`src/sv/dfr_pkg.sv`:
```
// shared types and codes for the checksummed frame deframer
package dfr_pkg;

  // opcodes of an input word
  localparam logic [1:0] OP_PUSH  = 2'd0;
  localparam logic [1:0] OP_PULL  = 2'd1;
  localparam logic [1:0] OP_CLEAR = 2'd2;

  // result status codes
  localparam logic [2:0] ST_ACCEPTED  = 3'd0;
  localparam logic [2:0] ST_FULL      = 3'd1;
  localparam logic [2:0] ST_INCOMPLETE = 3'd2;
  localparam logic [2:0] ST_FRAME_OK  = 3'd3;
  localparam logic [2:0] ST_BAD_SUM   = 3'd4;
  localparam logic [2:0] ST_OVERSIZE  = 3'd5;
  localparam logic [2:0] ST_CLEARED   = 3'd6;

  // frame bytes besides the payload: type, length, checksum
  localparam int unsigned FRAME_OVERHEAD = 3;

  // read address selection for the buffer memory
  localparam logic [1:0] RD_SAME = 2'd0;
  localparam logic [1:0] RD_HEAD = 2'd1;
  localparam logic [1:0] RD_NEXT = 2'd2;
  localparam logic [1:0] RD_PAY  = 2'd3;

  // what the output register carries besides status
  localparam logic [1:0] KIND_ZERO = 2'd0;
  localparam logic [1:0] KIND_TYPE = 2'd1;
  localparam logic [1:0] KIND_PAY  = 2'd2;

  // controller to datapath commands
  typedef struct packed {
    logic [1:0] rd_sel;
    logic       push_wr;
    logic       clear;
    logic       drop_one;
    logic       drop_frame;
    logic       lat_type;
    logic       lat_len;
    logic       add_sum;
    logic       idx_clr;
    logic       idx_inc;
    logic       out_ld;
    logic [2:0] out_status;
    logic [1:0] out_kind;
  } dfr_cmd_t;

  // datapath to controller status
  typedef struct packed {
    logic full;
    logic fill_lt3;
    logic oversize;
    logic incomplete;
    logic idx_at_len;
    logic idx_last;
    logic sum_ok;
    logic len_zero;
    logic out_free;
  } dfr_sts_t;

endpackage

```
`src/sv/checksummed_frame_deframer.sv`:
```
// top level of the checksummed frame deframer
//
// Input words carry an opcode and a received byte: push stores the byte in a
// ring buffer of BUF_DEPTH bytes, pull makes one attempt to take a frame
// (type, length, payload, checksum) off the front, clear empties the buffer.
// Each input gives one result word, or one per payload byte for a good frame,
// with last set on the final one. An unused opcode is taken and gives none.
// Both channels hand over a word when valid is high and stall is low.
// Push and clear: the result is in the output register in the next cycle.
// Pull: with fewer than three bytes held the result is loaded at once; else the
// type and length bytes are read for the oversize and incomplete checks, and a
// frame is summed and checked; a good one gives one payload result per cycle while the
// receiver does not stall: the single read port of the buffer memory walks it twice.
// One input is in work at a time.
// A stalled receiver holds the output register; the walk waits in place.
// Reset empties the buffer (head and fill to zero) and drops any pending
// result; the memory itself needs no clearing.
module checksummed_frame_deframer #(
  parameter int BUF_DEPTH   = 128,
  parameter int MAX_PAYLOAD = 64
) (
  input  logic       clk,
  input  logic       rst_n,
  input  logic       in_valid,
  output logic       in_stall,
  input  logic [1:0] in_opcode,
  input  logic [7:0] in_rx_byte,
  output logic       out_valid,
  input  logic       out_stall,
  output logic [2:0] out_status,
  output logic [7:0] out_frame_type,
  output logic [6:0] out_frame_length,
  output logic [7:0] out_payload_byte,
  output logic [5:0] out_byte_index,
  output logic       out_last
);

  dfr_pkg::dfr_cmd_t cmd;
  dfr_pkg::dfr_sts_t sts;

  // sequencer
  dfr_ctrl u_ctrl (
    .clk       (clk),
    .rst_n     (rst_n),
    .in_valid  (in_valid),
    .in_stall  (in_stall),
    .in_opcode (in_opcode),
    .sts       (sts),
    .cmd       (cmd)
  );

  // buffer and output datapath
  dfr_dp #(
    .BUF_DEPTH   (BUF_DEPTH),
    .MAX_PAYLOAD (MAX_PAYLOAD)
  ) u_dp (
    .clk              (clk),
    .rst_n            (rst_n),
    .in_rx_byte       (in_rx_byte),
    .cmd              (cmd),
    .sts              (sts),
    .out_valid        (out_valid),
    .out_stall        (out_stall),
    .out_status       (out_status),
    .out_frame_type   (out_frame_type),
    .out_frame_length (out_frame_length),
    .out_payload_byte (out_payload_byte),
    .out_byte_index   (out_byte_index),
    .out_last         (out_last)
  );

`ifndef SYNTHESIS
  // a result is only loaded into a free output slot
  a_load_free: assert property (@(posedge clk) disable iff (!rst_n)
    cmd.out_ld |-> sts.out_free)
    else $error("output word loaded over a pending result");

  // an accepted input word always has room for its first result
  a_accept_room: assert property (@(posedge clk) disable iff (!rst_n)
    (in_valid && !in_stall) |-> sts.out_free)
    else $error("input word accepted without a free output slot");

  // a push never coincides with removal from the buffer
  a_push_alone: assert property (@(posedge clk) disable iff (!rst_n)
    cmd.push_wr |-> !(cmd.drop_one || cmd.drop_frame || cmd.clear))
    else $error("push overlaps a buffer removal");

  // after a clear the buffer holds too few bytes for a frame
  a_clear_empty: assert property (@(posedge clk) disable iff (!rst_n)
    cmd.clear |=> sts.fill_lt3)
    else $error("buffer not empty after clear");
`endif

endmodule

```
`src/sv/dfr_ctrl.sv`:
```
// controller state machine: sequences push, clear and frame pulls
module dfr_ctrl (
  input  logic              clk,
  input  logic              rst_n,
  input  logic              in_valid,
  output logic              in_stall,
  input  logic [1:0]        in_opcode,
  input  dfr_pkg::dfr_sts_t sts,
  output dfr_pkg::dfr_cmd_t cmd
);

  localparam logic [2:0] S_IDLE = 3'd0;
  localparam logic [2:0] S_TYPE = 3'd1;
  localparam logic [2:0] S_LEN  = 3'd2;
  localparam logic [2:0] S_SUM  = 3'd3;
  localparam logic [2:0] S_EMIT = 3'd4;

  logic [2:0] state_r;
  logic [2:0] state_nxt;

  // next state and commands
  always_comb begin
    cmd            = '0;
    cmd.rd_sel     = dfr_pkg::RD_SAME;
    cmd.out_kind   = dfr_pkg::KIND_ZERO;
    cmd.out_status = dfr_pkg::ST_ACCEPTED;
    state_nxt      = state_r;
    in_stall       = 1'b1;
    unique case (state_r)
      S_IDLE: begin
        in_stall = !sts.out_free;
        if (in_valid && sts.out_free) begin
          unique case (in_opcode)
            dfr_pkg::OP_PUSH: begin
              cmd.out_ld     = 1'b1;
              cmd.push_wr    = !sts.full;
              cmd.out_status = sts.full ? dfr_pkg::ST_FULL : dfr_pkg::ST_ACCEPTED;
            end
            dfr_pkg::OP_CLEAR: begin
              cmd.clear      = 1'b1;
              cmd.out_ld     = 1'b1;
              cmd.out_status = dfr_pkg::ST_CLEARED;
            end
            dfr_pkg::OP_PULL: begin
              if (sts.fill_lt3) begin
                cmd.out_ld     = 1'b1;
                cmd.out_status = dfr_pkg::ST_INCOMPLETE;
              end else begin
                cmd.rd_sel = dfr_pkg::RD_HEAD;
                state_nxt  = S_TYPE;
              end
            end
            default: begin
              // unused opcode: taken, no result
            end
          endcase
        end
      end
      // type byte arrives, fetch length
      S_TYPE: begin
        cmd.lat_type = 1'b1;
        cmd.rd_sel   = dfr_pkg::RD_NEXT;
        state_nxt    = S_LEN;
      end
      // length byte arrives: size checks
      S_LEN: begin
        if (sts.oversize || sts.incomplete) begin
          if (sts.out_free) begin
            cmd.out_ld     = 1'b1;
            cmd.drop_one   = sts.oversize;
            cmd.out_status = sts.oversize ? dfr_pkg::ST_OVERSIZE : dfr_pkg::ST_INCOMPLETE;
            state_nxt      = S_IDLE;
          end
        end else begin
          cmd.lat_len = 1'b1;
          cmd.idx_clr = 1'b1;
          cmd.rd_sel  = dfr_pkg::RD_NEXT;
          state_nxt   = S_SUM;
        end
      end
      // walk the payload into the sum, then check the checksum byte
      S_SUM: begin
        if (!sts.idx_at_len) begin
          cmd.add_sum = 1'b1;
          cmd.idx_inc = 1'b1;
          cmd.rd_sel  = dfr_pkg::RD_NEXT;
        end else if (sts.out_free) begin
          priority if (!sts.sum_ok) begin
            cmd.out_ld     = 1'b1;
            cmd.drop_one   = 1'b1;
            cmd.out_status = dfr_pkg::ST_BAD_SUM;
            state_nxt      = S_IDLE;
          end else if (sts.len_zero) begin
            cmd.out_ld     = 1'b1;
            cmd.drop_frame = 1'b1;
            cmd.out_status = dfr_pkg::ST_FRAME_OK;
            cmd.out_kind   = dfr_pkg::KIND_TYPE;
            state_nxt      = S_IDLE;
          end else begin
            cmd.rd_sel  = dfr_pkg::RD_PAY;
            cmd.idx_clr = 1'b1;
            state_nxt   = S_EMIT;
          end
        end
      end
      // second walk: one payload word per free output slot
      S_EMIT: begin
        if (sts.out_free) begin
          cmd.out_ld     = 1'b1;
          cmd.out_status = dfr_pkg::ST_FRAME_OK;
          cmd.out_kind   = dfr_pkg::KIND_PAY;
          if (sts.idx_last) begin
            cmd.drop_frame = 1'b1;
            state_nxt      = S_IDLE;
          end else begin
            cmd.idx_inc = 1'b1;
            cmd.rd_sel  = dfr_pkg::RD_NEXT;
          end
        end
      end
      default: begin
        state_nxt = S_IDLE;
      end
    endcase
  end

  // state register
  always_ff @(posedge clk) begin
    if (!rst_n) begin
      state_r <= S_IDLE;
    end else begin
      state_r <= state_nxt;
    end
  end

endmodule

```
`src/sv/dfr_dp.sv`:
```
// datapath: ring buffer memory, pointers, checksum sum and output register
module dfr_dp #(
  parameter int BUF_DEPTH   = 128,
  parameter int MAX_PAYLOAD = 64
) (
  input  logic              clk,
  input  logic              rst_n,
  input  logic [7:0]        in_rx_byte,
  input  dfr_pkg::dfr_cmd_t cmd,
  output dfr_pkg::dfr_sts_t sts,
  output logic              out_valid,
  input  logic              out_stall,
  output logic [2:0]        out_status,
  output logic [7:0]        out_frame_type,
  output logic [6:0]        out_frame_length,
  output logic [7:0]        out_payload_byte,
  output logic [5:0]        out_byte_index,
  output logic              out_last
);

  localparam int AW = $clog2(BUF_DEPTH);
  localparam int CW = $clog2(BUF_DEPTH + 1);
  localparam int XW = (CW > 7) ? CW : 7;

  logic [7:0]    mem_r [BUF_DEPTH];
  logic [AW-1:0] head_r;
  logic [AW-1:0] head_nxt;
  logic [CW-1:0] fill_r;
  logic [CW-1:0] fill_nxt;
  logic [AW-1:0] rd_ptr_r;
  logic [AW-1:0] rd_addr;
  logic [AW-1:0] wr_addr;
  logic [7:0]    rd_data_r;
  logic [7:0]    type_r;
  logic [6:0]    len_r;
  logic [7:0]    sum_r;
  logic [6:0]    idx_r;
  logic [6:0]    rd_tot;
  logic [6:0]    len_tot;
  logic [XW-1:0] rd_tot_x;
  logic [XW-1:0] fill_x;
  logic [7:0]    chk;
  logic          out_valid_r;
  logic [2:0]    out_status_r;
  logic [7:0]    out_type_r;
  logic [6:0]    out_len_r;
  logic [7:0]    out_pay_r;
  logic [5:0]    out_idx_r;
  logic          out_last_r;

  // ring index add, sum is always below twice the depth
  function automatic logic [AW-1:0] wrap_add(input logic [AW:0] s);
    logic [AW:0] depth_w;
    depth_w = (AW + 1)'(BUF_DEPTH);
    if (s >= depth_w) begin
      return AW'(s - depth_w);
    end
    return s[AW-1:0];
  endfunction

  // read and write addresses
  always_comb begin
    unique case (cmd.rd_sel)
      dfr_pkg::RD_HEAD: rd_addr = head_r;
      dfr_pkg::RD_NEXT: rd_addr = wrap_add((AW + 1)'(rd_ptr_r) + (AW + 1)'(1));
      dfr_pkg::RD_PAY:  rd_addr = wrap_add((AW + 1)'(head_r) + (AW + 1)'(2));
      default:          rd_addr = rd_ptr_r;
    endcase
    wr_addr = wrap_add((AW + 1)'(head_r) + (AW + 1)'(fill_r));
  end

  // buffer memory, one write and one registered read
  always_ff @(posedge clk) begin
    if (cmd.push_wr) begin
      mem_r[wr_addr] <= in_rx_byte;
    end
    rd_data_r <= mem_r[rd_addr];
    rd_ptr_r  <= rd_addr;
  end

  // frame sizes from the length byte being read and from the latched one
  always_comb begin
    rd_tot   = rd_data_r[6:0] + 7'(dfr_pkg::FRAME_OVERHEAD);
    len_tot  = len_r + 7'(dfr_pkg::FRAME_OVERHEAD);
    rd_tot_x = XW'(rd_tot);
    fill_x   = XW'(fill_r);
    chk      = sum_r + rd_data_r;
  end

  // head and fill updates
  always_comb begin
    head_nxt = head_r;
    fill_nxt = fill_r;
    priority if (cmd.clear) begin
      head_nxt = '0;
      fill_nxt = '0;
    end else if (cmd.push_wr) begin
      fill_nxt = fill_r + CW'(1);
    end else if (cmd.drop_one) begin
      head_nxt = wrap_add((AW + 1)'(head_r) + (AW + 1)'(1));
      fill_nxt = fill_r - CW'(1);
    end else if (cmd.drop_frame) begin
      head_nxt = wrap_add((AW + 1)'(head_r) + (AW + 1)'(len_tot));
      fill_nxt = fill_r - CW'(len_tot);
    end
  end

  always_ff @(posedge clk) begin
    if (!rst_n) begin
      head_r <= '0;
      fill_r <= '0;
    end else begin
      head_r <= head_nxt;
      fill_r <= fill_nxt;
    end
  end

  // frame header, running sum and byte index
  always_ff @(posedge clk) begin
    if (cmd.lat_type) begin
      type_r <= rd_data_r;
    end
    if (cmd.lat_len) begin
      len_r <= rd_data_r[6:0];
      sum_r <= type_r + rd_data_r;
    end else if (cmd.add_sum) begin
      sum_r <= sum_r + rd_data_r;
    end
    if (cmd.idx_clr) begin
      idx_r <= '0;
    end else if (cmd.idx_inc) begin
      idx_r <= idx_r + 7'd1;
    end
  end

  // status towards the controller
  always_comb begin
    sts.full       = (fill_r == CW'(BUF_DEPTH));
    sts.fill_lt3   = (fill_r < CW'(dfr_pkg::FRAME_OVERHEAD));
    sts.oversize   = (rd_data_r > 8'(MAX_PAYLOAD)) || (rd_tot_x > XW'(BUF_DEPTH));
    sts.incomplete = (fill_x < rd_tot_x);
    sts.idx_at_len = (idx_r == len_r);
    sts.idx_last   = ((idx_r + 7'd1) == len_r);
    sts.sum_ok     = (chk == 8'd0);
    sts.len_zero   = (len_r == 7'd0);
    sts.out_free   = !out_valid_r || !out_stall;
  end

  // output word register
  always_ff @(posedge clk) begin
    if (!rst_n) begin
      out_valid_r <= 1'b0;
    end else if (cmd.out_ld) begin
      out_valid_r <= 1'b1;
    end else if (!out_stall) begin
      out_valid_r <= 1'b0;
    end
  end

  always_ff @(posedge clk) begin
    if (cmd.out_ld) begin
      out_status_r <= cmd.out_status;
      out_type_r   <= (cmd.out_kind != dfr_pkg::KIND_ZERO) ? type_r : 8'd0;
      out_len_r    <= (cmd.out_kind == dfr_pkg::KIND_PAY) ? len_r : 7'd0;
      out_pay_r    <= (cmd.out_kind == dfr_pkg::KIND_PAY) ? rd_data_r : 8'd0;
      out_idx_r    <= (cmd.out_kind == dfr_pkg::KIND_PAY) ? idx_r[5:0] : 6'd0;
      out_last_r   <= (cmd.out_kind == dfr_pkg::KIND_PAY) ? sts.idx_last : 1'b1;
    end
  end

  assign out_valid        = out_valid_r;
  assign out_status       = out_status_r;
  assign out_frame_type   = out_type_r;
  assign out_frame_length = out_len_r;
  assign out_payload_byte = out_pay_r;
  assign out_byte_index   = out_idx_r;
  assign out_last         = out_last_r;

endmodule

```
`config.mk`:
```
export PLATFORM = sky130hd
export DESIGN_NAME = checksummed_frame_deframer
export DESIGN_NICKNAME = d
export VERILOG_FILES = /design/src/sv/dfr_pkg.sv /design/src/sv/checksummed_frame_deframer.sv /design/src/sv/dfr_ctrl.sv /design/src/sv/dfr_dp.sv
export SDC_FILE = /design/constraint.sdc
export NUM_CORES = 2
export LEC_CHECK = 0
export ABC_AREA = 1
export BUFFER_PORTS_ARGS = -buffer_cell sky130_fd_sc_hd__buf_2
export CAP_MARGIN = 20
export CELL_PAD_IN_SITES_DETAIL_PLACEMENT = 1
export CELL_PAD_IN_SITES_GLOBAL_PLACEMENT = 1
export CORE_ASPECT_RATIO = 1.4
export CORE_UTILIZATION = 40
export CTS_BUF_LIST = sky130_fd_sc_hd__clkbuf_16
export DETAILED_ROUTE_END_ITERATION = 16
export PLACE_DENSITY_LB_ADDON = 0.1
export RECOVER_POWER = 50
export SYNTH_ARGS = -nofsm -noshare
export SYNTH_HDL_FRONTEND = slang
export SYNTH_SLANG_ARGS = --single-unit
export TNS_END_PERCENT = 50
```
`constraint.sdc`:
```
create_clock -name clk -period 9.8 [get_ports clk]
set_input_delay 1.96 -clock clk [delete_from_list [all_inputs] [get_ports clk]]
set_output_delay 1.96 -clock clk [all_outputs]
set_load 0.02 [all_outputs]
```
**Yosys cells after proc, flatten, opt, wreduce, memory -nomap -nowiden**

Memory sizes are Yosys's and may differ from the RTL's. A register that Yosys moved wholly into a read port is not among the register bits.
Cells that the tools add are included.

- Flip-flop bits (word level): 89
- Memory bits (writable): 1024
- Memories: 1

Memory list:

| name | depth | width | rd ports | clocked after Yosys merged registers in | wr ports | line | source |
|---|---|---|---|---|---|---|---|
| u_dp.mem_r | 128 | 8 | 1 | 1 | 1 | dfr_dp.sv:25 | `logic [7:0] mem_r [BUF_DEPTH];` |

- Add/subtract/negate cells: 18
- Magnitude comparators: 9
- Equality and inequality tests: 22
- Multiplexer cells: 101
- Bitwise logic cells: 2
- Reduce and logical (&&, ||, !) cells: 19

Operators with widths:

| operator | number |
|---|---|
| $mux 7 | 13 |
| $ge 8x8->1 const B | 5 |
| $mux 1 | 40 |
| $mux 8 | 5 |
| $mux 3 | 12 |
| $sub 7x1->7 const B | 5 |
| $mux 2 | 12 |
| $mux 4 | 6 |
| $pmux 7 s3 | 1 |
| $mux 6 | 3 |
| $add 7x1->8 const B | 2 |
| $add 8x8->8 | 2 |
| $pmux 4 s4 | 1 |
| $pmux 3 s5 | 1 |
| $add 7x2->7 const B | 2 |
| $eq 7x7->1 | 2 |
| $ne 2x1->1 const B | 6 |
| $pmux 4 s3 | 1 |
| $pmux 2 s5 | 1 |
| $add 7x2->8 const B | 1 |
| $add 7x7->8 | 1 |
| $add 7x8->8 | 1 |
| $add 8x1->8 const B | 1 |
| $eq 2x2->1 const B | 4 |
| other kinds (29) | 43 |

**Logic depth before layout (Yosys ltp)**

- Word-level depth: 13
- Mapped depth: 34

**By module**

Synthesis repeated with hierarchy kept, for this count alone.

- Cells, all modules: 4964
- Area, all modules: 50704.9 sq um

Modules (own cells, without submodules):

| module | instances | cells an instance | area an instance (sq um) |
|---|---|---|---|
| dfr_dp | 1 | 4865 | 50200.6 |
| dfr_ctrl | 1 | 99 | 504.2 |

**Worst setup path after synthesis**

Ideal clock, no wire load.

- Kind: input port to flip-flop
- Start point: in out_stall
- End point: reg u_dp.fill_r[7]
- Data arrival time: 4.671 ns
- Data required time: 9.681 ns
- Path slack: 5.010 ns
- Stages: 27
- Path through: nand2_1 > nand2_1 > nor2_1 > inv_1 > nor2_1 > inv_1 > nor2_1 > inv_1 > nor2_1 > inv_1 > nand2_1 > nor2_1 > ha_1 > a21oi_1 > nand2_1 > a21oi_1 > inv_1 > a21oi_1 > nor2_1 > nor2_1 > inv_1 > a21oi_1 > inv_1 > nand2_1 > nand3_1 > o21ai_0 > a21oi_1

- Longest elaborated chain between the ends: 7

RTL lines:

| element | line | source |
|---|---|---|
| start: declaration | checksummed_frame_deframer.sv:29 | `input logic out_stall,` |
| $logic_not 1->1 (*) | dfr_dp.sv:146 | `sts.out_free = !out_valid_r \|\| !out_stall;` |
| $logic_or 1x1->1 (*) | dfr_dp.sv:146 |  |
| $mux 2 or $mux 1 (tied branches) | dfr_ctrl.sv:87, dfr_ctrl.sv:68 |  |
| $mux 2 or $mux 1 (tied branches) | dfr_ctrl.sv:83, dfr_ctrl.sv:67 |  |
| $pmux 1 s2 | dfr_ctrl.sv:29 | `unique case (state_r)` |
| $mux 8 | dfr_dp.sv:99 | `end else if (cmd.drop_one) begin` |
| $mux 8 | dfr_dp.sv:97 | `end else if (cmd.push_wr) begin` |
| end signal: assignment | dfr_dp.sv:114 | `fill_r <= fill_nxt;` |
| end: declaration | dfr_dp.sv:28 | `logic [CW-1:0] fill_r;` |

Every way passes the cells marked *; elsewhere a longest branch is shown, timed or not.
A chain may end at the register's enable or synchronous reset.

**Worst setup path after layout**

- Start point: in in_rx_byte[1]
- End point: mem u_dp.mem_r[49][1] (data pin)

RTL lines:

| element | line | source |
|---|---|---|
| start: declaration | checksummed_frame_deframer.sv:27 | `input logic [7:0] in_rx_byte,` |
| end: declaration | dfr_dp.sv:25 |  |

No word-level cell before the write port.

==> metrics.md <==
| Metric | Value |
|---|---|
| CP most frequent cell | `clkbuf_1` |
| Max-Cap Viols | `18` |
| Critical path's slowest cell | `clkbuf_1` |
| Slowest stage delay, CP | `~3.2 ns` |
| Wirelength, routed | `169 mm` |
| CTS Root Cell | `clkbuf_16` |
| Peak VDD IR | `approximately 0.5 mV` |
| Synthesis-stage register bit count | `1121` |
| DRT iter0 DRCs | `2487` |
| CTS tree | `done` |
| Syn_area_per_cell | `roughly 10 um^2` |
| Post-route cell area | `roughly 57000 um^2` |
| Via count | `37.2k` |
| Met3 usage | `0.0223` |
| Tmin final | `7.89 ns` |
| Die area | `between 100000 and 150000 um^2` |
| Drt drc | `0` |
| PortBufs | `48` |
| Most numerous cell in the Yosys netlist | `nand2_1` |
| Die X | `307 um` |
| Core area | `129000 um^2` |
| Drt wl/cell | `24.4 um` |
| Mapped Cells | `5201` |
| CP Buf/Inv Count | `2` |
| Seq/Total Area, Yosys | `0.640` |
| Synth area leaders | `edfxtp_1, nand3_1, nand2_1, inv_1, nand4_1` |
| Netlist cell types | `44` |
| Io pins | `49` |
| Worst path top cell family by delay | `buffers and inverters` |
| Routed vias/inst | `approximately 5.4` |
| CTS buffer count | `114` |
| Die height | `428 um` |
| TritonRoute pass-1 iters | `5` |
| Area Growth Syn to Fin | `9.57%` |
| Area of the multi-input gates | `13900 um^2` |
| Final Hold Fails | `0` |
| Placed Area | `53500 um^2` |
| Clk sinks | `1121` |
| Number of post-CTS setup repair buffers | `0` |
| Storage cell area | `33300 um^2` |
| Hold buffer count at cts | `0` |
| RSZ-0062 raised after global routing | `false` |
| CP Class | `in2reg` |
| Core Rows | `156` |
| Setup crit end kind | `flop` |
| Slew Viols, Final | `1093` |
| Vias in the first global route | `37.9k` |
| Remaining Overflow, GRT | `0` |
| FMAX | `127 MHz` |
| Post_cts resized | `0` |
| Layout cells sized above 1 | `0.0410` |
| Critical path data arrival time | `7.93 ns` |
| Post-synth EDFFs | `1080` |
| Critical-path cell list | `clkbuf_1 -> clkbuf_1` |
| Fin cells | `6932` |
| GRT Util Overall | `0.256` |
| Main flop type after synthesis | `edfxtp_1` |
| Setup TNS | `0 ns` |
| Place WS | `between 2 and 2.5 ns` |
| Fillers | `14.2k` |
| Post-synthesis net count | `between 5k and 6k` |
| Leakage power | `around 23 nW` |
| Worst Setup Start Kind | `input pin` |
| Asr flop ratio synth | `0` |
| Final Wtd Congestion | `around 0.81` |
| Status | `finished with violations` |
| Failing checks | `capacitance limit, slew limit` |
| Clk buf depth | `3` |
| Share of the synthesized area in the top cell type | `0.624` |
| Crit Path Max Fanout | `74` |
| Cells after DPL | `between 6k and 7k` |
| Routed Antenna Nets | `0` |
| Worst EP required | `9.84 ns` |
| GR Util met2 | `0.458` |
| Post-synth top cells | `nand2_1, edfxtp_1, inv_1, nand3_1, nand4_1` |
| Starting Density | `0.403` |
| Slew headroom | `-2.21` |
| Hold WC Path Type | `reg2reg` |
| First-pass GRT wire length | `between 200 and 300 mm` |
| Final setup margin | `between 1.5 and 2 ns` |
| Final setup viols | `0` |
| Final net count | `just over 5k` |
| Clock Skews | `0.0394 ns` |
| Actual slew at the worst max-slew pin | `4.82 ns` |
| Ys Warns | `0` |
| Cell Area, Synth | `51900 um^2` |
| Met1 GRT Util | `0.322` |
| Reg clk slew, reported paths | `0.07 ns` |
| Pwr/cell area | `about 370 nW/um^2` |
| Initial antenna violation count | `1` |
| Largest net degree at the start of global routing | `170` |
| Top Usage Layer GRT | `met2` |
| Final HPWL DP | `97.0 mm` |
| Area leader, netlist | `edfxtp_1` |
| Worst-Skew Late Latency | `around 0.74 ns` |
| Period utilization | `0.805` |
| H-tree depth | `3` |
==> worst min-delay path: stages (launching register included) <==
cell and delay [ns]:
dfxtp_1 0.35, inv_1 0.08, a21oi_1 0.06
==> cells in the final DEF, fill, tap and decap left out, drive strengths merged, types with 5 or more instances in the layout <==
cell / n
nor2: 244
o211ai: 17
nand2: 1100
clkbuf: 168
buf: 45
xor2: 22
nor4: 5
a21oi: 54
inv: 933
edfxtp: 1080
bufinv: 9
nand4: 358
o21ai: 80
xnor2: 11
nor3: 20
ha: 45
nand3: 885
clkinv: 48
fa: 5
dfxtp: 41
==> metrics by stage <==
stage / utilization / power, mW / hold slack [ns]
floorplan: - / 12.9 / 0.475
global placement: 0.415 / 17.1 / 0.504
detailed placement: 0.415 / 17.2 / 0.513
CTS: 0.442 / 21.4 / 0.523
global route: 0.441 / 22.4 / 0.549
finish: 0.441 / 21.2 / 0.530
==> kinds of logic after synthesis <==
logic type,after synthesis,share of synthesized area
fa+ha+maj,50,0.0128
xor+xnor,33,0.00556
buf+inv,1214,0.0942
flops,1121,0.640
simple gates,2618,0.230
compound gates,165,0.0177
==> worst paths after layout <==
check	cells after the start	slack [ns]	end	start
max	2	1.91	u_dp.mem_r[49][1]	in_rx_byte[1]
min	2	0.53	u_dp.head_r[6]	u_dp.head_r[6]
max reg2reg	26	2.37	u_dp.rd_data_r[3]	u_dp.rd_data_r[1]
min reg2reg	2	0.53	u_dp.head_r[6]	u_dp.head_r[6]
==> area by class of cell <==
type,instances,share of cell area
Tap cell,1738,0.0382
Antenna cell,2,0.0000879
Clock buffer,116,0.0510
Inverter,902,0.0597
Multi-Input combinational cell,2866,0.244
Clock inverter,90,0.0109
Sequential cell,1121,0.584
Timing Repair Buffer,97,0.0119
==> report_power, final <==
part	total [mW]	internal (mW)	switching, mW	leakage [nW]
sequential	5.65	5.47	0.179	10.1
combinational	11.3	2.83	8.46	11.2
clock	4.24	2.36	1.89	1.84
==> flip-flops by register name, summed over array words and instances (netlist names), 3 cells and up <==
register,cells
u_dp.out_status,3
u_dp.type_r,8
u_dp.idx_r,7
u_dp.len_r,7
u_dp.rd_ptr_r,7
u_dp.out_byte_index,6
u_dp.out_payload_byte,8
u_dp.rd_data_r,8
u_dp.out_frame_length,7
u_dp.head_r,7
u_dp.mem_r,1024
u_dp.fill_r,8
u_dp.sum_r,8
u_ctrl.state_r,3
u_dp.out_frame_type,8
==> layer usage <==
layer  routed length [um]  share of wire  up-vias
li1                     -              -    17300
met1                70600           0.42    19000
met2                86800           0.51      718
met3                 5780          0.034      229
met4                 5780          0.034        0
met5                    0              0        -
Note: power is estimated with default switching activity, not from simulation.
